**src/rtl/rrd_pkg.sv**
```systemverilog
// Package with shared types and constants of the record deframer.
`timescale 1ns / 1ps
package rrd_pkg;

  typedef enum logic [1:0] {
    CMD_REGISTER = 2'd0,
    CMD_BYTE     = 2'd1,
    CMD_CANCEL   = 2'd2,
    CMD_FAIL     = 2'd3
  } cmd_e;

  typedef enum logic [3:0] {
    ST_CONSUMED   = 4'd0,
    ST_REGISTERED = 4'd1,
    ST_FULL       = 4'd2,
    ST_MATCHED    = 4'd3,
    ST_UNMATCHED  = 4'd4,
    ST_SHORT      = 4'd5,
    ST_FAILED     = 4'd6,
    ST_CANCELLED  = 4'd7,
    ST_NOT_FOUND  = 4'd8
  } status_e;

  typedef enum logic [1:0] {
    FSM_IDLE = 2'd0,
    FSM_EXEC = 2'd1,
    FSM_OUT  = 2'd2
  } fsm_e;

  localparam logic [2:0] XID_BYTES = 3'd4;

  typedef struct packed {
    logic execute;
  } ctrl_t;

  typedef struct packed {
    logic [1:0]  command;
    logic [31:0] req_xid;
    logic [7:0]  data_byte;
    logic [7:0]  fail_code;
  } in_t;

  typedef struct packed {
    logic [3:0]  status;
    logic [3:0]  slot;
    logic [31:0] reply_xid;
    logic [15:0] failed_mask;
    logic [7:0]  error_out;
    logic [4:0]  pending_count;
  } out_t;

endpackage

```
**src/rtl/rrd_stream_if.sv**
```systemverilog
// Valid/ready channel interface carrying one payload.
`timescale 1ns / 1ps
interface rrd_stream_if #(parameter type T = logic);
  logic valid;
  logic ready;
  T     data;
  modport source (output valid, output data, input ready);
  modport sink   (input valid, input data, output ready);
endinterface

```
**src/rtl/rrd_ctrl.sv**
```systemverilog
// Controller: sequences one transaction through execute and output.
`timescale 1ns / 1ps
module rrd_ctrl (
  input  logic          clk_i,
  input  logic          rst_ni,
  input  logic          in_valid_i,
  output logic          in_ready_o,
  output logic          out_valid_o,
  input  logic          out_ready_i,
  output rrd_pkg::ctrl_t ctrl_o
);
  rrd_pkg::fsm_e state_q, state_d;

  always_ff @(posedge clk_i or negedge rst_ni) begin
    if (!rst_ni) state_q <= rrd_pkg::FSM_IDLE;
    else state_q <= state_d;
  end

  always_comb begin
    state_d = state_q;
    case (state_q)
      rrd_pkg::FSM_IDLE: if (in_valid_i) state_d = rrd_pkg::FSM_EXEC;
      rrd_pkg::FSM_EXEC: state_d = rrd_pkg::FSM_OUT;
      rrd_pkg::FSM_OUT:  if (out_ready_i) state_d = rrd_pkg::FSM_IDLE;
      default:           state_d = rrd_pkg::FSM_IDLE;
    endcase
  end

  always_comb begin
    in_ready_o     = 1'b0;
    out_valid_o    = 1'b0;
    ctrl_o.execute = 1'b0;
    case (state_q)
      rrd_pkg::FSM_IDLE: in_ready_o = 1'b1;
      rrd_pkg::FSM_EXEC: ctrl_o.execute = 1'b1;
      rrd_pkg::FSM_OUT:  out_valid_o = 1'b1;
      default: ;
    endcase
  end
endmodule

```
**src/rtl/rrd_datapath.sv**
```systemverilog
// Datapath: framing registers, pending table and result register.
`timescale 1ns / 1ps
module rrd_datapath #(
  parameter int TABLE_DEPTH = 16
) (
  input  logic           clk_i,
  input  logic           rst_ni,
  input  logic           in_take_i,
  input  rrd_pkg::in_t   in_i,
  input  rrd_pkg::ctrl_t ctrl_i,
  output rrd_pkg::out_t  out_o
);
  localparam int IW = (TABLE_DEPTH > 1) ? $clog2(TABLE_DEPTH) : 1;
  localparam int CW = $clog2(TABLE_DEPTH + 1);
  localparam int MW = (TABLE_DEPTH < 16) ? TABLE_DEPTH : 16;

  rrd_pkg::in_t in_q;
  logic in_body_q, in_body_d, last_q, last_d;
  logic [1:0] mcnt_q, mcnt_d;
  logic [23:0] mshift_q, mshift_d;
  logic [30:0] left_q, left_d;
  logic [2:0] seen_q, seen_d;
  logic [31:0] cxid_q, cxid_d;
  logic [TABLE_DEPTH-1:0] valid_q, valid_d;
  logic [31:0] xid_q [TABLE_DEPTH];
  logic [CW-1:0] cnt_q, cnt_d;
  rrd_pkg::out_t res_q, res_d;

  logic [TABLE_DEPTH-1:0] hit, freev;
  logic [31:0] key;
  logic [31:0] cxid_next;
  logic [IW-1:0] hit_idx, free_idx;
  logic hit_any, free_any, wr_en;
  logic [31:0] hdr;

  // Captured XID including the current body byte, used for the lookup.
  assign cxid_next = (seen_q < rrd_pkg::XID_BYTES) ? {cxid_q[23:0], in_q.data_byte} : cxid_q;
  assign key = (in_q.command == rrd_pkg::CMD_CANCEL) ? in_q.req_xid : cxid_next;

  always_comb begin
    hit_idx = '0; free_idx = '0; hit_any = 1'b0; free_any = 1'b0;
    for (int i = TABLE_DEPTH - 1; i >= 0; i--) begin
      hit[i] = valid_q[i] && (xid_q[i] == key);
      freev[i] = !valid_q[i];
      if (hit[i]) begin hit_any = 1'b1; hit_idx = IW'(i); end
      if (freev[i]) begin free_any = 1'b1; free_idx = IW'(i); end
    end
  end

  always_comb begin
    in_body_d = in_body_q; last_d = last_q; mcnt_d = mcnt_q; mshift_d = mshift_q;
    left_d = left_q; seen_d = seen_q; cxid_d = cxid_q; valid_d = valid_q;
    cnt_d = cnt_q; wr_en = 1'b0;
    res_d = '0;
    res_d.status = rrd_pkg::ST_CONSUMED;
    hdr = {mshift_q, in_q.data_byte};
    case (in_q.command)
      rrd_pkg::CMD_REGISTER: begin
        if (free_any) begin
          valid_d[free_idx] = 1'b1; wr_en = 1'b1; cnt_d = cnt_q + 1'b1;
          res_d.status = rrd_pkg::ST_REGISTERED;
          res_d.slot = 4'(free_idx);
        end else res_d.status = rrd_pkg::ST_FULL;
      end
      rrd_pkg::CMD_BYTE: begin
        if (!in_body_q) begin
          if (mcnt_q != 2'd3) begin
            mshift_d = {mshift_q[15:0], in_q.data_byte};
            mcnt_d = mcnt_q + 2'd1;
          end else begin
            mcnt_d = '0; mshift_d = '0;
            if (hdr[30:0] != '0) begin
              left_d = hdr[30:0]; last_d = hdr[31]; in_body_d = 1'b1;
            end
          end
        end else begin
          if (seen_q < rrd_pkg::XID_BYTES) begin
            cxid_d = cxid_next;
            seen_d = seen_q + 3'd1;
          end
          left_d = left_q - 31'd1;
          if (left_d == '0) begin
            in_body_d = 1'b0;
            if (last_q) begin
              if (seen_d < rrd_pkg::XID_BYTES) res_d.status = rrd_pkg::ST_SHORT;
              else begin
                res_d.reply_xid = cxid_d;
                if (hit_any) begin
                  valid_d[hit_idx] = 1'b0; cnt_d = cnt_q - 1'b1;
                  res_d.status = rrd_pkg::ST_MATCHED;
                  res_d.slot = 4'(hit_idx);
                end else res_d.status = rrd_pkg::ST_UNMATCHED;
              end
              seen_d = '0; cxid_d = '0; last_d = 1'b0;
            end
          end
        end
      end
      rrd_pkg::CMD_CANCEL: begin
        if (hit_any) begin
          valid_d[hit_idx] = 1'b0; cnt_d = cnt_q - 1'b1;
          res_d.status = rrd_pkg::ST_CANCELLED;
          res_d.slot = 4'(hit_idx);
        end else res_d.status = rrd_pkg::ST_NOT_FOUND;
      end
      default: begin
        res_d.failed_mask = 16'(valid_q[MW-1:0]);
        res_d.status = rrd_pkg::ST_FAILED;
        res_d.error_out = in_q.fail_code;
        valid_d = '0; cnt_d = '0;
        in_body_d = 1'b0; last_d = 1'b0; mcnt_d = '0; mshift_d = '0;
        left_d = '0; seen_d = '0; cxid_d = '0;
      end
    endcase
    res_d.pending_count = 5'(cnt_d);
  end

  always_ff @(posedge clk_i or negedge rst_ni) begin
    if (!rst_ni) begin
      in_body_q <= 1'b0; last_q <= 1'b0; mcnt_q <= '0; mshift_q <= '0;
      left_q <= '0; seen_q <= '0; cxid_q <= '0; valid_q <= '0; cnt_q <= '0;
    end else if (ctrl_i.execute) begin
      in_body_q <= in_body_d; last_q <= last_d; mcnt_q <= mcnt_d;
      mshift_q <= mshift_d; left_q <= left_d; seen_q <= seen_d;
      cxid_q <= cxid_d; valid_q <= valid_d; cnt_q <= cnt_d;
    end
  end

  always_ff @(posedge clk_i) begin
    if (in_take_i) in_q <= in_i;
    if (ctrl_i.execute) begin
      res_q <= res_d;
      if (wr_en) xid_q[free_idx] <= in_q.req_xid;
    end
  end

  assign out_o = res_q;
endmodule

```
**src/rtl/rpc_record_deframer_xid_match.sv**
```systemverilog
// Top level of the RPC record deframer with pending XID matching.
// The input channel carries one transaction per command: register a pending
// XID, push one reply stream byte, cancel an XID, or fail the connection.
// Every accepted input transaction yields exactly one result transaction on
// the output channel with status, slot, reply XID, failed mask, error number
// and the pending count after the command.
// Each transaction passes through accept, execute, and offering the result;
// the next input is accepted once the result has been taken. The execute cycle
// holds the parallel XID compare across all table slots and the framing update.
// The block thus works on one transaction at a time, even with a ready sink.
// Reset empties the pending table and returns framing to waiting for a record
// mark; no clearing pass is needed. When the receiver stalls, the result is
// held stable and no further input is accepted until it is taken.
`timescale 1ns / 1ps
module rpc_record_deframer_xid_match #(
  parameter int TABLE_DEPTH = 16
) (
  input  logic clk_i,
  input  logic rst_ni,
  rrd_stream_if.sink   in_i,
  rrd_stream_if.source out_o
);
  rrd_pkg::ctrl_t ctrl;
  logic in_ready;
  rrd_pkg::out_t res;

  rrd_ctrl u_ctrl (
    .clk_i, .rst_ni,
    .in_valid_i(in_i.valid), .in_ready_o(in_ready),
    .out_valid_o(out_o.valid), .out_ready_i(out_o.ready),
    .ctrl_o(ctrl)
  );

  rrd_datapath #(.TABLE_DEPTH(TABLE_DEPTH)) u_dp (
    .clk_i, .rst_ni,
    .in_take_i(in_i.valid && in_ready),
    .in_i(in_i.data), .ctrl_i(ctrl), .out_o(res)
  );

  assign in_i.ready = in_ready;
  assign out_o.data = res;
endmodule
```
**src/flat_wrapper.sv**
```systemverilog
// flat-port wrapper written by rule: the top's interface ports become plain ports
module rpc_record_deframer_xid_match_flat 
#(
  parameter int TABLE_DEPTH = 16
)
  (clk_i, rst_ni, in_i_valid, in_i_data, in_i_ready, out_o_valid, out_o_data, out_o_ready);
  rrd_stream_if in_i_i ();
  rrd_stream_if out_o_i ();
  input  logic clk_i;
  input  logic rst_ni;
  input wire logic [$bits(in_i_i.valid)-1:0] in_i_valid;
  input wire logic [$bits(in_i_i.data)-1:0] in_i_data;
  output wire logic [$bits(in_i_i.ready)-1:0] in_i_ready;
  output wire logic [$bits(out_o_i.valid)-1:0] out_o_valid;
  output wire logic [$bits(out_o_i.data)-1:0] out_o_data;
  input wire logic [$bits(out_o_i.ready)-1:0] out_o_ready;
  assign in_i_i.valid = in_i_valid;
  assign in_i_i.data = in_i_data;
  assign in_i_ready = in_i_i.ready;
  assign out_o_valid = out_o_i.valid;
  assign out_o_data = out_o_i.data;
  assign out_o_i.ready = out_o_ready;
  rpc_record_deframer_xid_match #(.TABLE_DEPTH(TABLE_DEPTH)) u_core (.clk_i(clk_i), .rst_ni(rst_ni), .in_i(in_i_i), .out_o(out_o_i));
endmodule
```
**config.mk**
```make
export PLATFORM = sky130hd
export DESIGN_NAME = rpc_record_deframer_xid_match_flat
export DESIGN_NICKNAME = d
export VERILOG_FILES = /design/src/rtl/rrd_pkg.sv /design/src/rtl/rrd_stream_if.sv /design/src/rtl/rrd_ctrl.sv /design/src/rtl/rrd_datapath.sv /design/src/rtl/rpc_record_deframer_xid_match.sv /design/src/flat_wrapper.sv
export SDC_FILE = /design/constraint.sdc
export NUM_CORES = 1
export LEC_CHECK = 0
export BUFFER_PORTS_ARGS = -buffer_cell sky130_fd_sc_hd__buf_4
export CORE_ASPECT_RATIO = 1.1
export CORE_UTILIZATION = 35
export CTS_BUF_LIST = sky130_fd_sc_hd__clkbuf_8
export DETAILED_ROUTE_END_ITERATION = 6
export GPL_ROUTABILITY_DRIVEN = 0
export PLACE_DENSITY = 0.61
export SLEW_MARGIN = 15
export SYNTH_ARGS = -nofsm -noshare
export SYNTH_HDL_FRONTEND = slang
export SYNTH_SLANG_ARGS = --single-unit
```
**constraint.sdc**
```tcl
create_clock -name clk_i -period 3.5 [get_ports clk_i]
set_input_delay 0.525 -clock clk_i [delete_from_list [all_inputs] [get_ports clk_i]]
set_output_delay 0.525 -clock clk_i [all_outputs]
set_load 0.1 [all_outputs]
```
* After elaboration in Yosys (flattened, before gate mapping) *
Cells that the tools add are included.

operators by class
  $add $sub $neg = 1
  magnitude comparators = 2
  equality and inequality tests = 4
  mux-type cells = 42
  bitwise logic cells = 1
  reduce and logical (&&, ||, !) cells = 4

operator list
  cell                   number
  $mux W4                16
  $mux W1                20
  $mux W16               1
  $or A16 B16 Y16        1
  $pmux W2 S3            1
  $add A5 B1 Y5 const B  1
  $lt A4 B5 Y1 const B   1
  $mux W5                1
  $demux W1 S4           1
  $ge A4 B1 Y1 const B   1
  $mux W2                2
  $ne A2 B2 Y1 const B   2
  $reduce_and A2 Y1      2
  $eq A2 B1 Y1 const B   1
  $eq A2 B2 Y1 const B   1
  $logic_not A2 Y1       1
  $logic_and A1 B1 Y1    1

word-level totals
  register bits after elaboration = 24
  bits of input ports = 5
  output and inout port bits = 3
  logic and storage cells = 58

* Longest topological paths before layout *
Gate-level depths: netlist (run 1).

  word-level depth = 22
  depth in mapped cells = 6
  mapped depth without buffers = 5

* Modules after synthesis *
Synthesis (run 1) repeated with hierarchy kept, for this count alone.

second synthesis, totals
  cells, all modules = 3684
  area, all modules = 40769.1 um^2

by module, submodules not included
  module                         times used  cells each  area each (um^2)  sequential area each (um^2)
  rrd_datapath                   1           3674        40675.3           21825.9
  rrd_ctrl                       1           8           83.8              50.0
  rpc_record_deframer_xid_match  1           2           10.0              0.0

* Least setup slack after synthesis (run 1) *
Ideal clock, no wire load.

  path type = reg-to-output
  from = register u_core.u_ctrl.state_q[0]
  to = output in_i_ready
  data arrival time = 1.654 ns
  required time = 2.975 ns
  setup slack = 1.321 ns
  stages on the path, launching flop included = 2
  path buffers = 0
  path through = dfrtp_1 -> nor2_1

between the ends
  longest elaborated chain between the ends = 2

RTL lines
  what                      RTL line            RTL
  start: declaration        rrd_ctrl.sv:12      rrd_pkg::fsm_e state_q, state_d;
  start signal: assignment  rrd_ctrl.sv:15      if (!rst_ni) state_q <= rrd_pkg::FSM_IDLE;
  start signal: assignment  rrd_ctrl.sv:16      else state_q <= state_d;
  $logic_not A2 Y1          rrd_ctrl.sv:33      case (state_q)
  $mux W1                   rrd_ctrl.sv:33
  end: declaration          flat_wrapper.sv:13  output wire logic [$bits(in_i_i.ready)-1:0] in_i_ready;

No other way between the ends.

* Worst setup path after layout (run 1) *
  from = register u_core.u_ctrl.state_q[0]
  to = output out_o_valid

between the ends
  longest elaborated chain between the ends = 2

RTL lines
  what              RTL line            RTL
  $eq A2 B2 Y1      rrd_ctrl.sv:33
  $mux W1           rrd_ctrl.sv:33
  end: declaration  flat_wrapper.sv:14  output wire logic [$bits(out_o_i.valid)-1:0] out_o_valid;

No other way between the ends.

==> run metrics, run 1 <==
leakage power=approximately 0.44 nW; final core utilization=0.419; hold crit path type=input port to asynchronous set/reset pin; Fmax achieved=607 MHz; register area share after synthesis=0.542; Resized cells post-CTS=0; sum of negative setup slack=0 ps; Final Non-Filler Cells=approximately 130; slack of the critical path=~1900 ps; CTS root buf=clkbuf_8; synth warn=0; Total Routing Usage GR=0.141; H-tree depth=1; startpoint class of the critical path=flip-flop; Die ar.=about 2900 µm²; final setup fails=0; skew final=around 4.1 ps; CTS tree=yes; Net Count, Synth=92; number of library cell types mapped by synthesis=29; max incr delay on CP=380 ps; clock-pin slew on the worst setup and hold paths=around 70 ps; syn_area_per_cell=between 10 and 15 µm²; Power Total=around 950 µW; Syn Std Cell Area=around 930 µm²; Post-Place Setup Slack=slightly below 2000 ps; WL/cell=between 10 and 15 µm; # DRC=0; CP max-delay cell=dfrtp_1; DRT iter0 DRCs=19; Worst EP required=around 3000 ps; Placed Cells=approximately 120; max_cap viols=0; post-synthesis xor/xnor area fraction=0.0188; Yosys top cell area share=0.509; post-layout min period=1650 ps; Compound-Gate Fraction of Synth Area=0.212; initial antenna violation count=0; initial core utilization=0.370; Final #Nets=102; mux cell area share after synthesis=0; layout cells sized above 1=0.167; worst-margin pin slew=~620 ps; Pre-Repair DR Iteration Count=4; Hold Fails Final Rpt=0; post-route ant nets=0; worst-path fanout max=3; Worst EP arrival=around 1100 ps; Area Overhead vs Synth=13.0%; overall routed net length=~1700 µm; Worst Path Buf+Inv=2; pins over their slew limit=0; GRT overflow=0; CP delay by family, top=flip-flops; TritonCTS buffer count=3; Synth area leaders=dfrtp_1 51%, a31o_1 7.5%, nand2_1 4.8%; power per cell area=about 900 nW/µm²; Max Root-Sink Buffers=2; final-layout fill cell count=261; Worst slew margin=0.586; # diodes=0; Die X=about 51 µm; die height=about 56 µm; Max VDD drop=between 600 and 700 µV; Post-Syn Instances=between 80 and 90; largest net degree at the start of global routing=20; PortBufs=6; first-pass GRT wire length=just under 3000 µm; largest family of logic cells by synthesized area=compound AO/OA/AOI/OAI gates; placed cell area=1010 µm²; dominant cell type by area after synthesis=dfrtp_1; final non-filler cell area=approximately 1100 µm²; number of global-route vias before repair=671; Clock Latency Late Sink=about 260 ps; Final Cycle Share=0.471; crit-path cells=nand2b_1 -> inv_1 -> buf_4; outcome=finished, final reports clean; Post-CTS Hold Buffers=0; via/cell ratio=~5.4; post-synthesis simple-gate area fraction=0.196; RSZ-0062 raised after global routing=no; FF-to-FF path depth=5; Setup Fix Bufs, Post-CTS=0; Worst Setup End Kind=output pin; core footprint=~2500 µm²; # rows=19; Vias=around 700; adder and majority gate portion of the synthesized area=0; Sink Count=20; HPWL Detailed=between 1000 and 1500 µm; flops & latches, synth=20; Crit path depth=3; worst hold slack=around 120 ps; critical path class=flip-flop to output pin; I/O pin cnt=8
worst paths after layout:
| path | from | to | slack (ps) |
|---|---|---|---|
| setup / recovery | u_core.u_ctrl.state_q[0] | out_o_valid | 1850 |
| hold / removal | rst_ni | u_core.u_dp.valid_q[2] | 120 |
| setup reg to reg | u_core.u_dp.valid_q[0] | u_core.u_dp.valid_q[2] | 1930 |
| hold reg to reg | u_core.u_dp.cnt_q[0] | u_core.u_dp.cnt_q[0] | 510 |
| max in group asynchronous | rst_ni | u_core.u_dp.valid_q[15] | 3180 |
| min in group clk_i | out_o_ready | u_core.u_ctrl.state_q[1] | 460 |
per-layer routing:
metal | up-vias | part of all wire | track usage | routed length [µm]
li1 | 333 | - | - | -
met1 | 339 | 0.46 | 0.178 | 792
met2 | 8 | 0.48 | 0.218 | 827
met3 | 5 | 0.027 | 0.0246 | 46
met4 | 0 | 0.026 | 0.0927 | 44
met5 | - | 0 | 0 | 0
cells in the final DEF (no fill, tap or decap), drive strengths merged, types with 3 or more instances in the layout:
master and n:
nand2 12, nand4 4, nand2b 4, inv 7, o21ai 9, a31o 8, buf 6, clkbuf 3
dfrtp 19, o21bai 4
synth_stat cells:
master    count
a21oi_1       1
a311oi_1      1
a31o_1        8
a31oi_1       1
a32oi_1       1
and2_1        2
and3b_1       1
and4_1        1
buf_4         1
dfrtp_1      19
edfxtp_1      1
inv_1         4
inv_2         2
nand2_1      12
nand2b_1      4
nand3_1       2
nand4_1       3
nand4_2       1
nor2_1        2
nor3_1        1
nor3b_1       1
nor4_4        1
o21a_2        1
o21ai_0       2
o21ai_1       5
o21ai_2       2
o21bai_1      4
o31ai_1       1
xnor2_1       2
registers in the layout, indices dropped and copies added (netlist names):
name / flops
u_core.u_ctrl.state_q: 2
u_core.u_dp.cnt_q: 1
u_core.u_dp.out_o: 1
u_core.u_dp.valid_q: 16
cells by family (layout without fill, tap and decap cells):
kind of cell,count (synthesis),in the layout
AND/OR/NAND/NOR,31,31
AO/OA/AOI/OAI,27,27
flip-flops,20,20
buffers and inverters,7,16
XOR/XNOR,2,2
cell type report:
cell class                      count  area (µm²)  share of cell area
Sequential cell                    20         505               0.479
Multi-Input combinational cell     60         398               0.377
Timing Repair Buffer                6        45.0              0.0427
Clock buffer                        3        41.3              0.0391
Tap cell                           31        38.8              0.0368
Inverter                            6        22.5              0.0214
Clock inverter                      1        3.75             0.00356
power by group:
part / switching (mW) / total [mW] / internal (mW)
combinational: 0.320 / 0.446 / 0.126
clock: 0.0734 / 0.152 / 0.0781
sequential: 0.0551 / 0.348 / 0.293
(Power assumes the default switching activity.)
==> inputs of run 2 (changes only) <==
- PLACE_DENSITY: 0.61 -> 0.62
- clock period: 3.5 -> 1.51 ns (I/O delays scaled with it)
==> run metrics, run 2 (synthesis gave the netlist of run 1 again) <==
initial antenna violation count=0; worst-path fanout max=8; Max VDD drop=roughly 1200 µV; worst-margin pin slew=about 310 ps; Die ar.=between 2000 and 3000 µm²; final non-filler cell area=1210 µm²; Area Overhead vs Synth=30.2%; Vias=712; Die X=slightly above 50 µm; Final Non-Filler Cells=roughly 140; overall routed net length=just under 2000 µm; sum of negative setup slack=0 ps; die height=roughly 56 µm; via/cell ratio=approximately 5.2; Clock Latency Late Sink=260 ps; Placed Cells=about 130; final core utilization=0.482; Fmax achieved=between 600 and 700 MHz; multi-input logic area=458 µm²; number of global-route vias before repair=706; startpoint class of the critical path=flip-flop; critical path class=flip-flop to flip-flop; CTS root buf=clkbuf_8; register cell area after layout=between 500 and 600 µm²; largest net degree at the start of global routing=20; Final #Nets=about 110; skew final=6.24 ps; RSZ-0062 raised after global routing=yes; post-layout min period=about 1500 ps; PortBufs=6; DRT iter0 DRCs=15; # rows=19; worst hold slack=roughly 140 ps; largest registers=u_core.u_dp.valid_q (16), u_core.u_ctrl.state_q (2); commonest non-fill, non-tap cell in the layout=dfrtp_1; leakage power=0.505 nW; max_cap viols=0; core footprint=2520 µm²; # DRC=0; Pre-Repair DR Iteration Count=4; pins over their slew limit=0; WL/cell=roughly 14 µm; Worst EP required=between 1500 and 2000 ps; initial core utilization=0.370; first-pass GRT wire length=3210 µm; clock-pin slew on the worst setup and hold paths=around 80 ps; Max Root-Sink Buffers=2; power per cell area=2140 nW/µm²; layout cells sized above 1=0.343; CTS tree=yes; Sink Count=20; H-tree depth=1; final-layout fill cell count=240; Worst EP arrival=~1600 ps; placed cell area=1050 µm²; post-route ant nets=0; GRT overflow=0; I/O pin cnt=8; hold crit path type=input port to flip-flop; max FFs per register=16; Hold Fails Final Rpt=0; commonest cells after routing, fill and taps aside=16 x dfrtp_1, 14 x buf_4, 12 x nand2_1; Post-Place Setup Slack=19.0 ps; register bank with the most flops=u_core.u_dp.valid_q; outcome=finished, final reports clean; TritonCTS buffer count=3; Final Cycle Share=0.977; Total Routing Usage GR=0.154; Power Total=around 2.6 mW; final setup fails=0; HPWL Detailed=1290 µm; # diodes=0; Worst Setup End Kind=flip-flop; Worst slew margin=0.794; slack of the critical path=34.8 ps
## run 2: changes by cell type in the layout (fill, tap and decap cells not counted), sizes merged
cell | previous run | this run
buf | 6 | 14
bufinv | 0 | 1
dlygate4sd3 | 0 | 1
inv | 7 | 6
## run 2: metal layers
| layer | global-route usage | share of wire | wire length (µm) | vias to the layer above |
|---|---|---|---|---|
| li1 | - | - | - | 353 |
| met1 | 0.185 | 0.48 | 929 | 348 |
| met2 | 0.252 | 0.49 | 952 | 6 |
| met3 | 0.0246 | 0.011 | 22 | 5 |
| met4 | 0.0927 | 0.026 | 50 | 0 |
| met5 | 0 | 0 | 0 | - |
## run 2: layout make-up
| class | instances | share of cell area |
|---|---|---|
| sequential | 20 | 0.419 |
| multi-input combinational | 60 | 0.377 |
| timing repair buffer | 15 | 0.0947 |
| clock buffer | 3 | 0.0340 |
| tap | 31 | 0.0319 |
| clock inverter | 1 | 0.0247 |
| inverter | 6 | 0.0185 |
## run 2: path summary, 6_finish.rpt
path                                        start                        to  slack (ps)  cells after the start
setup / recovery           u_core.u_dp.valid_q[0]    u_core.u_dp.valid_q[1]          30                      4
hold / removal                        out_o_ready  u_core.u_ctrl.state_q[1]         140                      2
setup reg to reg           u_core.u_dp.valid_q[0]    u_core.u_dp.valid_q[1]          30                      4
hold reg to reg              u_core.u_dp.cnt_q[0]      u_core.u_dp.cnt_q[0]         500                      1
max in group asynchronous                  rst_ni   u_core.u_dp.valid_q[12]         920                      2
min in group asynchronous                  rst_ni      u_core.u_dp.cnt_q[0]         370                      2
## run 2: critical path, cell delays in order (launching register included)
cell     delay, ps
dfrtp_2        440
and4_4         250
nand3_1        180
o21a_4         290
a31o_1         220
## run 2: power by group
part	internal [mW]	leakage (nW)	switching, mW
Clock	0.354	0.0357	0.185
Combinational	0.428	0.228	0.806
Sequential	0.681	0.242	0.145
Total	1.46	0.505	1.14
## run 2: timing repair
item,CTS,global route
setup buffers,0,3
pin swaps,0,1
resized for setup,1,12
endpoints found under the hold margin,19,0
hold buffers,1,0
setup endpoints to repair,2,17
gates cloned,0,0
==> inputs of run 3 (changes only) <==
- PLACE_DENSITY: 0.62 -> 0.53
==> run metrics, run 3 (synthesis gave the netlist of run 1 again) <==
initial antenna violation count=0; max FFs per register=16; number of global-route vias before repair=699; Area Overhead vs Synth=29.0%; final-layout fill cell count=approximately 250; final non-filler cell area=between 1000 and 1500 µm²; WL/cell=~14 µm; Worst Setup End Kind=flip-flop; Die ar.=around 2900 µm²; slack of the critical path=36.8 ps; Die X=about 51 µm; clock-pin slew on the worst setup and hold paths=around 70 ps; CP delay by family, top=simple AND/OR/NAND/NOR gates; hold crit path type=input port to flip-flop; RSZ-0062 raised after global routing=yes; initial core utilization=0.370; via/cell ratio=between 5 and 6; GRT overflow=0; outcome=finished, final reports clean; worst hold slack=165 ps; Worst EP required=around 1700 ps; overall routed net length=1850 µm; # DRC=0; Final Cycle Share=0.976; register bank with the most flops=u_core.u_dp.valid_q; pins over their slew limit=0; post-layout min period=between 1000 and 1500 ps; # rows=19; Final #Nets=roughly 110; power per cell area=between 2000 and 2500 nW/µm²; max_cap viols=0; Worst EP arrival=1620 ps; core footprint=roughly 2500 µm²; sum of negative setup slack=0 ps; max incr delay on CP=approximately 400 ps; worst-margin pin slew=405 ps; Sink Count=20; Clock Latency Late Sink=250 ps; post-route ant nets=0; Pre-Repair DR Iteration Count=2; skew final=around 2.6 ps; Worst slew margin=0.728; Post-Place Setup Slack=around 20 ps; leakage power=~0.51 nW; largest net degree at the start of global routing=20; DRT iter0 DRCs=7; Max VDD drop=1510 µV; largest registers=u_core.u_dp.valid_q (16), u_core.u_ctrl.state_q (2); worst-path fanout max=3; I/O pin cnt=8; PortBufs=6; CP max-delay cell=dfrtp_1; placed cell area=between 1000 and 1500 µm²; Fmax achieved=about 680 MHz; register cell area after layout=approximately 500 µm²; Vias=713; layout cells sized above 1=0.314; CTS root buf=clkbuf_8; CTS tree=yes; critical path class=flip-flop to flip-flop; die height=around 56 µm; commonest non-fill, non-tap cell in the layout=dfrtp_1; Max Root-Sink Buffers=2; crit-path cells=buf_6 -> nand4_1 -> nor4_4 -> nor2_1 -> a31o_1; Total Routing Usage GR=0.156; first-pass GRT wire length=about 3300 µm; startpoint class of the critical path=flip-flop; Worst Path Buf+Inv=1; # diodes=0; H-tree depth=1; TritonCTS buffer count=3; HPWL Detailed=1330 µm; commonest cells after routing, fill and taps aside=18 x dfrtp_1, 12 x nand2_1, 12 x buf_4; multi-input logic area=between 400 and 500 µm²; Hold Fails Final Rpt=0; final setup fails=0
## run 3: worst register-to-register path, delay by kind of cell, from the launching register on
family,cells,cell delay [ps]
compound gates,1,210
simple gates,3,640
flops,1,400
buf+inv,1,110
## run 3: final timing paths
path	start	end	slack (ps)	cells past startpoint
setup / recovery	u_core.u_dp.valid_q[10]	u_core.u_dp.valid_q[3]	40	5
hold / removal	out_o_ready	u_core.u_ctrl.state_q[1]	160	2
min in group asynchronous	rst_ni	u_core.u_dp.valid_q[4]	370	2
max in group asynchronous	rst_ni	u_core.u_dp.valid_q[0]	930	2
hold reg to reg	u_core.u_dp.valid_q[14]	u_core.u_dp.valid_q[14]	500	2
setup reg to reg	u_core.u_dp.valid_q[10]	u_core.u_dp.valid_q[3]	40	5
## run 3: layout make-up
type,instances,area share
clock buffer,4,0.0457
sequential,20,0.421
timing repair buffer,15,0.109
tap,31,0.0322
inverter,6,0.0187
multi-input combinational,60,0.373
## run 3: layer usage
metal,up-vias,GRT usage,part of all wire,routed length (µm)
met5,-,0,0,0
met4,0,0.0927,0.025,47
met3,4,0.0328,0.018,33
met2,5,0.239,0.49,911
met1,350,0.199,0.46,855
li1,354,-,-,-
## run 3: repair_timing
item                                    CTS  global route
endpoints found under the hold margin    19             0
endpoints found under the setup margin    2            17
resized for setup                         2             8
pin swaps                                 0             4
buffers inserted                          0             2
hold buffers                              1             0
## run 3: metrics by stage
| stage | utilization | total power [mW] | cells |
|---|---|---|---|
| detailed placement | 0.425 | 2.03 | 129 |
| floorplan | - | 1.65 | 87 |
| finish | 0.478 | 2.54 | 136 |
| global placement | 0.425 | 2.01 | 129 |
| CTS | 0.456 | 2.46 | 134 |
| global route | 0.478 | 2.70 | 136 |
## run 3: report_power, final
part	total [mW]	leakage, nW	internal, mW	switching, mW
Sequential	0.816	0.244	0.680	0.136
Clock	0.401	0.0288	0.232	0.169
Combinational	1.33	0.235	0.491	0.836
Total	2.54	0.508	1.40	1.14
